## src/assert_macros.svh

```systemverilog
// Assertion macros shared by the register file ALU executor RTL.
// No dependencies; included by the modules that carry assertions.
`ifndef ASSERT_MACROS_SVH
`define ASSERT_MACROS_SVH

// Same-cycle implication, disabled while reset is asserted.
`define ASSERT_IMP(lbl, clk, rstn, ante, cons) \
	lbl: assert property (@(posedge clk) disable iff (!rstn) (ante) |-> (cons)) \
		else $error("same-cycle check failed");

// Next-cycle implication, disabled while reset is asserted.
`define ASSERT_NXT(lbl, clk, rstn, ante, cons) \
	lbl: assert property (@(posedge clk) disable iff (!rstn) (ante) |=> (cons)) \
		else $error("next-cycle check failed");

`endif

```

## src/rfae_pkg.sv

```systemverilog
// Shared types, constants and helper functions for the register file ALU executor.
// No dependencies; compiled first.
`default_nettype none

package rfae_pkg;

	localparam int DATA_WIDTH = 32;
	localparam int NUM_REGS   = 4;
	localparam int REG_AW     = (NUM_REGS > 1) ? $clog2(NUM_REGS) : 1;
	localparam int CNT_W      = $clog2(DATA_WIDTH);

	typedef enum logic [3:0] {
		CMD_LOAD = 4'd0,
		CMD_OUT  = 4'd1,
		CMD_ADD  = 4'd2,
		CMD_SUB  = 4'd3,
		CMD_MUL  = 4'd4,
		CMD_DIV  = 4'd5,
		CMD_MOD  = 4'd6,
		CMD_MOVE = 4'd7,
		CMD_XCHG = 4'd8,
		CMD_AND  = 4'd9,
		CMD_OR   = 4'd10,
		CMD_XOR  = 4'd11
	} cmd_t;

	typedef enum logic [1:0] {
		UD_MUL,
		UD_DIV,
		UD_REM
	} ud_op_t;

	typedef struct packed {
		logic   start;
		ud_op_t op;
	} ud_req_t;

	typedef struct packed {
		logic idle;
		logic done;
	} ud_rsp_t;

	typedef enum logic [2:0] {
		X_IDLE,
		X_EXEC,
		X_WAIT,
		X_SWAP,
		X_EMIT
	} exec_state_t;

	typedef enum logic [1:0] {
		U_IDLE,
		U_ITER,
		U_FIX
	} unit_state_t;

	localparam logic RK_VALUE = 1'b0;
	localparam logic RK_DIV0  = 1'b1;

	// Wrap a 2-bit register field onto the register file.
	function automatic logic [REG_AW-1:0] reg_idx(input logic [1:0] v);
		return REG_AW'(32'(v) % NUM_REGS);
	endfunction

	// Sign-extend or cut a register value to the 32-bit output field.
	function automatic logic [31:0] to_out(input logic [DATA_WIDTH-1:0] v);
		return 32'(signed'(v));
	endfunction

	// Commands that read their operands in two- or three-operand form.
	function automatic logic is_alu_cmd(input cmd_t c);
		logic r;
		case (c)
			CMD_ADD, CMD_SUB, CMD_MUL, CMD_DIV, CMD_MOD,
			CMD_AND, CMD_OR, CMD_XOR: r = 1'b1;
			default:                  r = 1'b0;
		endcase
		return r;
	endfunction

endpackage

`default_nettype wire

```

## src/rfae_ifs.sv

```systemverilog
// Valid/ready channel interfaces for instruction items and result items.
// No dependencies; compiled after rfae_pkg.
`default_nettype none

interface rfae_instr_if;
	logic              valid;
	logic              ready;
	logic [3:0]        cmd;
	logic [1:0]        dest_reg;
	logic [1:0]        first_src;
	logic [1:0]        second_src;
	logic              three_operand;
	logic signed [31:0] immediate;

	modport source (output valid, cmd, dest_reg, first_src, second_src, three_operand,
		immediate, input ready);
	modport sink (input valid, cmd, dest_reg, first_src, second_src, three_operand,
		immediate, output ready);
endinterface

interface rfae_result_if;
	logic               valid;
	logic               ready;
	logic signed [31:0] out_value;
	logic               result_kind;

	modport source (output valid, out_value, result_kind, input ready);
	modport sink (input valid, out_value, result_kind, output ready);
endinterface

`default_nettype wire

```

## src/rfae_muldiv.sv

```systemverilog
// Iterative multiply / divide / remainder unit around one shared adder.
// Depends on rfae_pkg; one bit per cycle, then a sign fix step.
`default_nettype none

module rfae_muldiv (
	input  wire logic                         clk,
	input  wire logic                         arst_n,
	input  wire rfae_pkg::ud_req_t            req,
	input  wire logic [rfae_pkg::DATA_WIDTH-1:0] a,
	input  wire logic [rfae_pkg::DATA_WIDTH-1:0] b,
	output rfae_pkg::ud_rsp_t                 rsp,
	output logic [rfae_pkg::DATA_WIDTH-1:0]   result
);
	import rfae_pkg::*;

	localparam int W = DATA_WIDTH;

	unit_state_t       state_q, state_d;
	ud_op_t            op_q;
	logic [W:0]        acc_q;
	logic [W-1:0]      opa_q;
	logic [W-1:0]      opb_q;
	logic              neg_q;
	logic [CNT_W-1:0]  cnt_q;
	logic              done_q;
	logic [W-1:0]      result_q;

	logic [W:0]        add_x;
	logic [W:0]        add_y;
	logic              add_sub;
	logic [W+1:0]      sum;
	logic [W:0]        rem_sh;
	logic              ge;
	logic [W-1:0]      fix_val;

	function automatic logic [W-1:0] mag(input logic [W-1:0] v);
		return v[W-1] ? (~v + W'(1)) : v;
	endfunction

	// Shared adder: accumulate for multiply, trial subtract for divide and remainder, negate at the end.
	always_comb begin
		rem_sh  = {acc_q[W-1:0], opa_q[W-1]};
		fix_val = (op_q == UD_DIV) ? opa_q : acc_q[W-1:0];
		add_x   = '0;
		add_y   = '0;
		add_sub = 1'b0;
		case (state_q)
			U_ITER: begin
				if (op_q == UD_MUL) begin
					add_x = {1'b0, acc_q[W-1:0]};
					add_y = {1'b0, opa_q};
				end else begin
					add_x   = rem_sh;
					add_y   = {1'b0, opb_q};
					add_sub = 1'b1;
				end
			end
			U_FIX: begin
				add_y   = {1'b0, fix_val};
				add_sub = 1'b1;
			end
			default: ;
		endcase
		sum = {1'b0, add_x} + ({1'b0, add_y} ^ {(W+2){add_sub}}) + (W+2)'(add_sub);
		ge  = !sum[W+1];
	end

	always_comb begin
		state_d = state_q;
		case (state_q)
			U_IDLE:  if (req.start) state_d = U_ITER;
			U_ITER:  if (cnt_q == CNT_W'(W - 1)) state_d = U_FIX;
			U_FIX:   state_d = U_IDLE;
			default: state_d = U_IDLE;
		endcase
	end

	always_comb begin
		rsp.idle = (state_q == U_IDLE);
		rsp.done = done_q;
		result   = result_q;
	end

	always_ff @(posedge clk or negedge arst_n) begin
		if (!arst_n) begin
			state_q <= U_IDLE;
			done_q  <= 1'b0;
		end else begin
			state_q <= state_d;
			done_q  <= (state_q == U_FIX);
		end
	end

	always_ff @(posedge clk) begin
		case (state_q)
			U_IDLE: begin
				if (req.start) begin
					op_q  <= req.op;
					cnt_q <= '0;
					acc_q <= '0;
					if (req.op == UD_MUL) begin
						opa_q <= a;
						opb_q <= b;
						neg_q <= 1'b0;
					end else begin
						opa_q <= mag(a);
						opb_q <= mag(b);
						neg_q <= (req.op == UD_DIV) ? (a[W-1] ^ b[W-1]) : a[W-1];
					end
				end
			end
			U_ITER: begin
				cnt_q <= cnt_q + CNT_W'(1);
				if (op_q == UD_MUL) begin
					if (opb_q[0]) acc_q <= {1'b0, sum[W-1:0]};
					opa_q <= {opa_q[W-2:0], 1'b0};
					opb_q <= {1'b0, opb_q[W-1:1]};
				end else begin
					acc_q <= ge ? sum[W:0] : rem_sh;
					opa_q <= {opa_q[W-2:0], ge};
				end
			end
			U_FIX: begin
				result_q <= neg_q ? sum[W-1:0] : fix_val;
			end
			default: ;
		endcase
	end

endmodule

`default_nettype wire

```

## src/register_file_alu_executor.sv

```systemverilog
// Top level: register file, instruction sequencer and result register.
// Depends on rfae_pkg, rfae_ifs, rfae_muldiv and assert_macros.svh.
//
// Usage:
//   instr  - valid/ready sink of decoded instructions (cmd, register indexes,
//            operand form, immediate). An item is taken when valid and ready
//            are high at a rising edge; ready is high only while idle.
//   result - valid/ready source of result items. Only the out command and a
//            divide or remainder by zero produce one.
//   Load, move, add, sub and the logic commands pass from the execute state
//   straight back to idle; exchange adds a swap state, and out and a divide
//   by zero add an emit state that waits while the result side stalls.
//   Multiply, divide and remainder wait for the shared bit-serial unit.
//   A result item becomes valid as its instruction leaves the emit state.
//   Reset clears all registers to zero at once (per-entry valid bits) and
//   empties the result register. When the receiver stalls, a held result
//   stays put; the block keeps taking instructions and holds its input at
//   the next one that has a result to deliver, until the held item leaves.
`default_nettype none
`include "assert_macros.svh"

module register_file_alu_executor (
	input  wire logic   clk,
	input  wire logic   arst_n,
	rfae_instr_if.sink    instr,
	rfae_result_if.source result
);
	import rfae_pkg::*;

	localparam int W = DATA_WIDTH;

	exec_state_t       state_q, state_d;

	logic [W-1:0]      mem [NUM_REGS];
	logic [NUM_REGS-1:0] vld_q;
	logic [W-1:0]      rd_a_q;
	logic [W-1:0]      rd_b_q;

	cmd_t              cmd_q;
	logic [REG_AW-1:0] d_q;
	logic [REG_AW-1:0] s1_q;
	logic signed [31:0] imm_q;

	logic [31:0]       pend_value_q;
	logic              pend_kind_q;
	logic              out_valid_q;
	logic [31:0]       out_value_q;
	logic              out_kind_q;

	logic              accept;
	cmd_t              cmd_c;
	logic              alu3_c;
	logic [REG_AW-1:0] ra_c;
	logic [REG_AW-1:0] rb_c;
	logic              we;
	logic [REG_AW-1:0] wa;
	logic [W-1:0]      wd;
	logic              emit_go;
	logic              div0;

	ud_req_t           ud_req;
	ud_rsp_t           ud_rsp;
	logic [W-1:0]      ud_result;

	rfae_muldiv u_muldiv (
		.clk    (clk),
		.arst_n (arst_n),
		.req    (ud_req),
		.a      (rd_a_q),
		.b      (rd_b_q),
		.rsp    (ud_rsp),
		.result (ud_result)
	);

	always_comb begin
		accept  = instr.valid && instr.ready;
		cmd_c   = cmd_t'(instr.cmd);
		alu3_c  = is_alu_cmd(cmd_c) && instr.three_operand;
		ra_c    = alu3_c ? reg_idx(instr.first_src) : reg_idx(instr.dest_reg);
		rb_c    = alu3_c ? reg_idx(instr.second_src) : reg_idx(instr.first_src);
		emit_go = !out_valid_q || result.ready;
		div0    = (rd_b_q == '0);
	end

	always_comb begin
		state_d = state_q;
		case (state_q)
			X_IDLE: if (accept) state_d = X_EXEC;
			X_EXEC: begin
				case (cmd_q)
					CMD_OUT:          state_d = X_EMIT;
					CMD_MUL:          state_d = X_WAIT;
					CMD_DIV, CMD_MOD: state_d = div0 ? X_EMIT : X_WAIT;
					CMD_XCHG:         state_d = X_SWAP;
					default:          state_d = X_IDLE;
				endcase
			end
			X_WAIT:  if (ud_rsp.done) state_d = X_IDLE;
			X_SWAP:  state_d = X_IDLE;
			X_EMIT:  if (emit_go) state_d = X_IDLE;
			default: state_d = X_IDLE;
		endcase
	end

	always_comb begin
		instr.ready    = (state_q == X_IDLE);
		result.valid   = out_valid_q;
		result.out_value   = out_value_q;
		result.result_kind = out_kind_q;
		we           = 1'b0;
		wa           = d_q;
		wd           = rd_b_q;
		ud_req.start = 1'b0;
		case (cmd_q)
			CMD_MUL: ud_req.op = UD_MUL;
			CMD_DIV: ud_req.op = UD_DIV;
			default: ud_req.op = UD_REM;
		endcase
		case (state_q)
			X_EXEC: begin
				we = 1'b1;
				case (cmd_q)
					CMD_LOAD: wd = W'(imm_q);
					CMD_ADD:  wd = rd_a_q + rd_b_q;
					CMD_SUB:  wd = rd_a_q - rd_b_q;
					CMD_AND:  wd = rd_a_q & rd_b_q;
					CMD_OR:   wd = rd_a_q | rd_b_q;
					CMD_XOR:  wd = rd_a_q ^ rd_b_q;
					CMD_MOVE, CMD_XCHG: wd = rd_b_q;
					CMD_MUL: begin
						we           = 1'b0;
						ud_req.start = 1'b1;
					end
					CMD_DIV, CMD_MOD: begin
						we           = 1'b0;
						ud_req.start = !div0;
					end
					default: we = 1'b0;
				endcase
			end
			X_WAIT: begin
				we = ud_rsp.done;
				wd = ud_result;
			end
			X_SWAP: begin
				we = 1'b1;
				wa = s1_q;
				wd = rd_a_q;
			end
			default: ;
		endcase
	end

	always_ff @(posedge clk or negedge arst_n) begin
		if (!arst_n) begin
			state_q     <= X_IDLE;
			vld_q       <= '0;
			out_valid_q <= 1'b0;
		end else begin
			state_q <= state_d;
			if (we) vld_q[wa] <= 1'b1;
			if (state_q == X_EMIT && emit_go) out_valid_q <= 1'b1;
			else if (result.ready) out_valid_q <= 1'b0;
		end
	end

	// Register file: one write port, two registered read ports; unwritten entries read zero.
	always_ff @(posedge clk) begin
		if (we) mem[wa] <= wd;
		if (accept) begin
			rd_a_q <= vld_q[ra_c] ? mem[ra_c] : '0;
			rd_b_q <= vld_q[rb_c] ? mem[rb_c] : '0;
			cmd_q  <= cmd_c;
			d_q    <= reg_idx(instr.dest_reg);
			s1_q   <= reg_idx(instr.first_src);
			imm_q  <= instr.immediate;
		end
	end

	always_ff @(posedge clk) begin
		if (state_q == X_EXEC) begin
			if (cmd_q == CMD_OUT) begin
				pend_value_q <= to_out(rd_a_q);
				pend_kind_q  <= RK_VALUE;
			end else begin
				pend_value_q <= '0;
				pend_kind_q  <= RK_DIV0;
			end
		end
		if (state_q == X_EMIT && emit_go) begin
			out_value_q <= pend_value_q;
			out_kind_q  <= pend_kind_q;
		end
	end

	`ASSERT_IMP(a_start_idle, clk, arst_n, ud_req.start, ud_rsp.idle)
	`ASSERT_IMP(a_done_in_wait, clk, arst_n, ud_rsp.done, state_q == X_WAIT)
	`ASSERT_NXT(a_xchg_swap, clk, arst_n, state_q == X_EXEC && cmd_q == CMD_XCHG,
		state_q == X_SWAP)
	`ASSERT_NXT(a_emit_loads, clk, arst_n, state_q == X_EMIT && emit_go, out_valid_q)

endmodule

`default_nettype wire

```

## src/flat_wrapper.sv

```systemverilog
// flat-port wrapper written by rule: the top's interface ports become plain ports
module register_file_alu_executor_flat import rfae_pkg::*;
  (clk, arst_n, instr_valid, instr_cmd, instr_dest_reg, instr_first_src, instr_second_src, instr_three_operand, instr_immediate, instr_ready, result_valid, result_out_value, result_result_kind, result_ready);
  rfae_instr_if instr_i ();
  rfae_result_if result_i ();
  input  wire logic clk;
  input  wire logic arst_n;
  input wire logic [$bits(instr_i.valid)-1:0] instr_valid;
  input wire logic [$bits(instr_i.cmd)-1:0] instr_cmd;
  input wire logic [$bits(instr_i.dest_reg)-1:0] instr_dest_reg;
  input wire logic [$bits(instr_i.first_src)-1:0] instr_first_src;
  input wire logic [$bits(instr_i.second_src)-1:0] instr_second_src;
  input wire logic [$bits(instr_i.three_operand)-1:0] instr_three_operand;
  input wire logic [$bits(instr_i.immediate)-1:0] instr_immediate;
  output wire logic [$bits(instr_i.ready)-1:0] instr_ready;
  output wire logic [$bits(result_i.valid)-1:0] result_valid;
  output wire logic [$bits(result_i.out_value)-1:0] result_out_value;
  output wire logic [$bits(result_i.result_kind)-1:0] result_result_kind;
  input wire logic [$bits(result_i.ready)-1:0] result_ready;
  assign instr_i.valid = instr_valid;
  assign instr_i.cmd = instr_cmd;
  assign instr_i.dest_reg = instr_dest_reg;
  assign instr_i.first_src = instr_first_src;
  assign instr_i.second_src = instr_second_src;
  assign instr_i.three_operand = instr_three_operand;
  assign instr_i.immediate = instr_immediate;
  assign instr_ready = instr_i.ready;
  assign result_valid = result_i.valid;
  assign result_out_value = result_i.out_value;
  assign result_result_kind = result_i.result_kind;
  assign result_i.ready = result_ready;
  register_file_alu_executor u_core (.clk(clk), .arst_n(arst_n), .instr(instr_i), .result(result_i));
endmodule
```

## config.mk

```make
export PLATFORM = sky130hd
export DESIGN_NAME = register_file_alu_executor_flat
export DESIGN_NICKNAME = d
export VERILOG_FILES = /design/src/rfae_pkg.sv /design/src/rfae_ifs.sv /design/src/rfae_muldiv.sv /design/src/register_file_alu_executor.sv /design/src/flat_wrapper.sv
export VERILOG_INCLUDE_DIRS = /design/src /design/src/src
export SDC_FILE = /design/constraint.sdc
export NUM_CORES = 1
export LEC_CHECK = 0
export BUFFER_PORTS_ARGS = -buffer_cell sky130_fd_sc_hd__buf_2
export CAP_MARGIN = 25
export CORE_MARGIN = 8
export CORE_UTILIZATION = 40
export DETAILED_ROUTE_END_ITERATION = 8
export GPL_ROUTABILITY_DRIVEN = 0
export PLACE_DENSITY_LB_ADDON = 0.25
export SLEW_MARGIN = 40
export SYNTH_ARGS = -nofsm -noshare
export SYNTH_HDL_FRONTEND = slang
export SYNTH_SLANG_ARGS = --single-unit
```

## constraint.sdc

```tcl
create_clock -name clk -period 12.8 [get_ports clk]
set_clock_uncertainty 0.1 [all_clocks]
set_input_delay 2.56 -clock clk [delete_from_list [all_inputs] [get_ports clk]]
set_output_delay 2.56 -clock clk [all_outputs]
set_load 0.02 [all_outputs]
```

# ---- Word level (Yosys, flattened, before mapping)
# Memory sizes are Yosys's and may differ from the RTL's. A register that Yosys moved wholly into a read port is not among the register bits.
# Index checks and enable logic that the tools add are counted.
dict set report classes {
  addsub 7
  n_lt_le_gt_ge 4
  n_eq_ne 27
  muxes 56
  bitwise 8
  n_reduce_logical 26
}
# operator count
set op_table {}
lappend op_table {{$mux W32} 14}
lappend op_table {{$pmux W32 S2} 4}
lappend op_table {{$pmux W32 S6} 1}
lappend op_table {{$pmux W32 S3} 1}
lappend op_table {{$mux W33} 2}
lappend op_table {{$add A32 B1 Y32 const B} 2}
lappend op_table {{$not A32 Y32} 2}
lappend op_table {{$add A33 B34 Y34} 1}
lappend op_table {{$add A34 B1 Y34} 1}
lappend op_table {{$xor A33 B34 Y34} 1}
lappend op_table {{$add A32 B32 Y32} 1}
lappend op_table {{$and A32 B32 Y32} 1}
lappend op_table {{$logic_not A32 Y1} 1}
lappend op_table {{$or A32 B32 Y32} 1}
lappend op_table {{$sub A32 B32 Y32} 1}
lappend op_table {{$xor A32 B32 Y32} 1}
lappend op_table {{$pmux W3 S4} 2}
lappend op_table {{$eq A4 B3 Y1 const B} 4}
lappend op_table {{$eq A4 B4 Y1 const B} 4}
lappend op_table {{$mux W1} 13}
lappend op_table {{$mux W3} 4}
lappend op_table {{$mux W2} 5}
lappend op_table {{$ne A2 B2 Y1 const B} 5}
lappend op_table {{$pmux W5 S2} 1}
lappend op_table {{32 further kinds} 55}
dict set report totals {
  ff_bits 253
  mem_bits_rw 128
  rom_bits 16
  input_bits 47
  out_inout_bits 35
  wordCells 150
  mem_count 2
}
# memory words word_bits rd rd_clocked_by_memory_dff write_ports line
set memory_table {}
lappend memory_table {u_core.mem 4 32 2 2 1 register_file_alu_executor.sv:34} ;# logic [W-1:0] mem [NUM_REGS];
lappend memory_table {{(name not given)} 16 1 1 0 0 rfae_pkg.sv:73} ;# case (c)

# ---- Depth between registers and ports, before layout
dict set report depth {
  depth_word 9
  mapped_depth 22
  depth_no_buf 21
}

# ---- Modules after synthesis
# Synthesis repeated with hierarchy kept, for this count alone.
dict set report hier_totals {
  hier_cells 2816
  hier_area_um2 28561.1
}
# mod n_inst cells_each area_each_um2 seq_area_each_um2
set modules_own_cells {}
lappend modules_own_cells {register_file_alu_executor 1 1484 17579.4 9148.8}
lappend modules_own_cells {rfae_muldiv 1 1332 10981.8 4159.0}

# ---- Least setup slack after synthesis
# No wires, ideal clock.
dict set report synth_path {
  kind {input to register}
  start {in instr_valid}
  end {reg u_core.cmd_q[0], enable pin}
  setup_ps 475
  t_arrival_ps 4970
  t_required_ps 12225
  slack_ps 7256
  stages 1
  path_buffers 0
  cell_sequence {and2_1}
}
dict set report synth_between {
  elab_chain_cells 1
}
# item line
set synth_lines {}
lappend synth_lines {{start, declared} flat_wrapper.sv:8} ;# input wire logic [$bits(instr_i.valid)-1:0] instr_valid;
lappend synth_lines {{$logic_and A1 B1 Y1} register_file_alu_executor.sv:76} ;# accept = instr.valid && instr.ready;
lappend synth_lines {{end signal, assigned} register_file_alu_executor.sv:173} ;# cmd_q <= cmd_c;
lappend synth_lines {{end, declared} register_file_alu_executor.sv:39} ;# cmd_t cmd_q;
# No other way between the ends.
# A chain may end at the register's enable or synchronous reset.

# ---- Final worst setup path
dict set report layout_path {
  start {reg u_core.rd_b_q[0] (read register of u_core.mem)}
  end {mem u_core.mem[3][31] in the netlist's numbering (data pin)}
}
dict set report layout_between {
  elab_chain_cells 3
  elab_cells_between_ends 4
  cone_classes {2 x add/sub; 2 x mux}
}
# item line
set layout_lines {}
lappend layout_lines {{start, declared} register_file_alu_executor.sv:37} ;# logic [W-1:0] rd_b_q;
lappend layout_lines {{$sub A32 B32 Y32 / $add A32 B32 Y32 (equally long branches)} {register_file_alu_executor.sv:125, register_file_alu_executor.sv:124}}
lappend layout_lines {{$pmux W32 S6 (*)} register_file_alu_executor.sv:122} ;# case (cmd_q)
lappend layout_lines {{$pmux W32 S3 (*)} register_file_alu_executor.sv:119} ;# case (state_q)
lappend layout_lines {{net u_core.wd[31]} register_file_alu_executor.sv:57} ;# logic [W-1:0] wd;
lappend layout_lines {{end, declared} register_file_alu_executor.sv:34}
# The timed path passes the listed nets; every way through them passes the cells marked *.

==> flow_summary.ini <==
[setup_path]
crit_type = reg -> reg
cp_cell_sequence = inv_1 > ha_1 > nand3_1 > nor3_1 > and3_1 > nand2_1 > nor3_1 > and3_1 > nor2_1 > xnor2_1 > ha_1 > a21o_1 > a21o_1 > a221o_1 > or3_1 > a221oi_2 > nor3_1 > nor2_1 > a21oi_1 > xnor2_1 > o31ai_1
worstPathArrival_ns = 6.84
cpPeakStageDelay_ns = 0.63
cp_max_fo = 8
path_common_cell = nor3_1
cp-end-kind = flop
required_ns = 12.96
cpMaxStageDelayCell = nor3_1
cp-start-kind = flop

[logic_synthesis]
syn_area_um2 = 27700
synth.distinct_cells = 82
synthCells = 2643
ys_ff_latch = 445
synth_top_area_share = 0.471
synth_seq_area_share = 0.481
synth_nets = 2828
synth.area.top_cells = edfxtp_1 (47%), ha_1 (6.1%), mux4_2 (5.2%), nand2_1 (5.1%), a21oi_1 (4.3%)
synthFlopType = edfxtp_1
ys_warn_count = 0
async_flop_share = 0.0247
synth_edf_count = 434
syn_area_per_cell_um2 = 10.5
yosysTopAreaCell = edfxtp_1

[timing]
rsz0062_at_grt = no
finalHoldViolations = 0
period_minus_slack_ns = 6.68
finalSetupViolCount = 0
period_share = 0.522
slew_viol_final = 0
fmaxAchievable_mhz = 150
finalSetupTns_ns = 0
relSlewSlack = 0.401
max_slew.worst_pin.slew_ns = 0.896

[detailed_routing]
dr.pass1.iters = 5
wl_um = 79900
wl_per_cell_um = 22.1
vias = 20912
dr.first_iter.drc_count = 2289
drc_errors = 0
antenna_left = 0
via_per_inst = 5.78

[worst_hold_path]
hp-class = reg -> reg

[finish]
synthToLayoutAreaGrowth_pct = 11.1
drive_gt1_frac = 0.159
antennaDiodeCount = 0
ff_latch_area_um2 = 13300
fin_cells = 3621
multi_input_area_um2 = 13500
fillers = 6367
fin_nets = 2840
finish.utilization = 0.449

[die]
ios = 82
core_area_um2 = 68600
rows = 96
die-width_um = 279
die_area_um2 = 77900
start_util = 0.404
die_h_um = 279

[clocking]
cts_buffers = 49
cts_buffer_depth = 3
htreeDepth = 2
cts_tree = done
post_cts_resized = 0
clock-sinks = 445
hold_buffers = 0
clk_pin_slew_worst_paths_ns = 0.06
postCtsSetupBuffers = 0
insertion_delay_ns = 0.58
ctsRootBufferMaster = clkbuf_16

[global_route]
grt_overflow = 0
grt_max_degree = 95
grt_pass1_vias = 20100
antenna_found_initial = 0
grt_pass1_wl_um = 121000
grtUsageTotal = 0.198

[pwr]
clkPwrFrac = 0.180
ir_worst_vdd_v = 0.000128
p_leak_uw = 0.0114
p_switching_uw = 3380
p_sw_frac = 0.425
comb_power_share = 0.479
p_int_uw = 4570
power_frac_seq = 0.342
powerDensity_nw_per_um2 = 258

[place]
place_hpwl_um = 57200
numPortBuffers = 81
dp_cells = 3535

[flow_run]
maxCapViolations = 0

[run_status]
status = completed
==> power groups by stage <==
stage | Sequential, uW | Combinational (uW) | Clock, uW
after floorplan | 2550 | 2770 | 0
after CTS | 2700 | 3760 | 1460
after global placement | 2720 | 3610 | 0
after detailed placement | 2730 | 3730 | 0
after global routing | 2750 | 4180 | 1510
final | 2710 | 3800 | 1430
==> per-layer routing <==
metal	up-vias	global-route usage	part of all wire
li1	9676	-	-
met1	10167	0.276	0.44
met2	890	0.313	0.45
met3	179	0.0248	0.070
met4	0	0.0795	0.041
met5	-	0	0
==> cells by family (layout without fill, tap and decap cells) <==
kind of cell / Yosys count / after routing / share of synthesized area
DFF: 445 / 445 / 0.481
adders and majority gates: 139 / 139 / 0.0633
and+or+nand+nor: 863 / 863 / 0.141
xor gates and xnor gates: 142 / 142 / 0.0449
buffers and inverters: 252 / 299 / 0.0361
muxes: 159 / 159 / 0.0897
AOI/OAI and AO/OA: 643 / 643 / 0.144
==> flip-flops by register name, summed over array words and instances (netlist names), 5 cells and up <==
signal,count
u_core.u_muldiv.cnt_q,5
u_core.mem,128
u_core.pend_value_q,32
u_core.u_muldiv.acc_q,32
u_core.rd_a_q,32
u_core.u_muldiv.result,32
u_core.imm_q,32
u_core.result.out_value,32
u_core.rd_b_q,32
u_core.u_muldiv.opb_q,32
u_core.u_muldiv.opa_q,32
==> worst paths after layout <==
| kind | start | to | slack [ns] | depth (start not counted) |
|---|---|---|---|---|
| worst max register to register | u_core.rd_b_q[0] | u_core.mem[3][31] | 6.12 | 21 |
| max in group asynchronous | arst_n | u_core.u_muldiv.done_q | 10.51 | 1 |
| min in group asynchronous | arst_n | u_core.vld_q[1] | 1.80 | 1 |
| worst min-delay path | u_core.pend_value_q[20] | u_core.result.out_value[20] | 0.32 | 0 |
| worst min register to register | u_core.pend_value_q[20] | u_core.result.out_value[20] | 0.32 | 0 |
| worst max-delay path | u_core.rd_b_q[0] | u_core.mem[3][31] | 6.12 | 21 |
==> critical path: cells and delay by family (launching register included) <==
family	cells	cell delay [ns]
AND/OR/NAND/NOR	10	2.64
AO/OA/AOI/OAI	6	1.91
adder cells (fa/ha/maj)	2	0.66
flip-flops	1	0.49
XOR/XNOR	2	0.32
buffers and inverters	1	0.22
==> cell usage in the layout, fill, tap and decap left out, types with 31 or more instances in the layout <==
| cell | instances |
|---|---|
| edfxtp_1 | 434 |
| nand2_1 | 375 |
| a21oi_1 | 239 |
| nor2_1 | 213 |
| o21ai_0 | 155 |
| ha_1 | 134 |
| xnor2_1 | 121 |
| inv_1 | 88 |
| buf_2 | 81 |
| nor2b_1 | 73 |
| mux2_2 | 69 |
| mux4_2 | 64 |
| clkbuf_16 | 49 |
| buf_4 | 31 |
==> cells in the mapped netlist, types with 11 or more instances <==
cell	instances
o21a_1	11
o2111ai_1	13
mux2_2	69
nand3_1	28
mux2i_1	25
o211ai_1	13
nor3_1	29
clkbuf_1	134
nand2_1	376
o21bai_1	11
nor4_1	12
ha_1	136
and3_1	20
buf_1	14
xor2_1	21
nand4_1	17
a21oi_1	239
o31ai_1	15
o21ai_0	157
edfxtp_1	434
a31oi_1	18
a21oi_2	24
a22oi_1	18
dfrtp_1	11
nand2b_1	17
nor2b_1	74
nor2_1	217
inv_1	90
mux4_2	64
and2_1	13
nand2_2	22
xnor2_1	121
a21o_1	28
a221oi_1	17
a221o_1	11
==> area by class of cell <==
cell class              instances  area share
clock buffers                  55      0.0406
well taps                     931      0.0379
clock inverters                31      0.0118
multi-input cells            1946       0.440
flip-flops and latches        445       0.433
repair buffers                122      0.0259
inverters                      91      0.0111
==> stage by stage <==
stage | area [um2] | hold WS (ns) | total power [uW] | worst slack [ns]
after floorplan | 27700 | 0.300 | 5330 | 7.26
after global placement | 29000 | 0.309 | 6330 | 6.52
after detailed placement | 29100 | 0.305 | 6450 | 6.51
after CTS | 30800 | 0.311 | 7920 | 6.46
after global routing | 30800 | 0.318 | 8440 | 6.02
final | 30800 | 0.318 | 7950 | 6.12
Power figures use the tool's default switching activity.
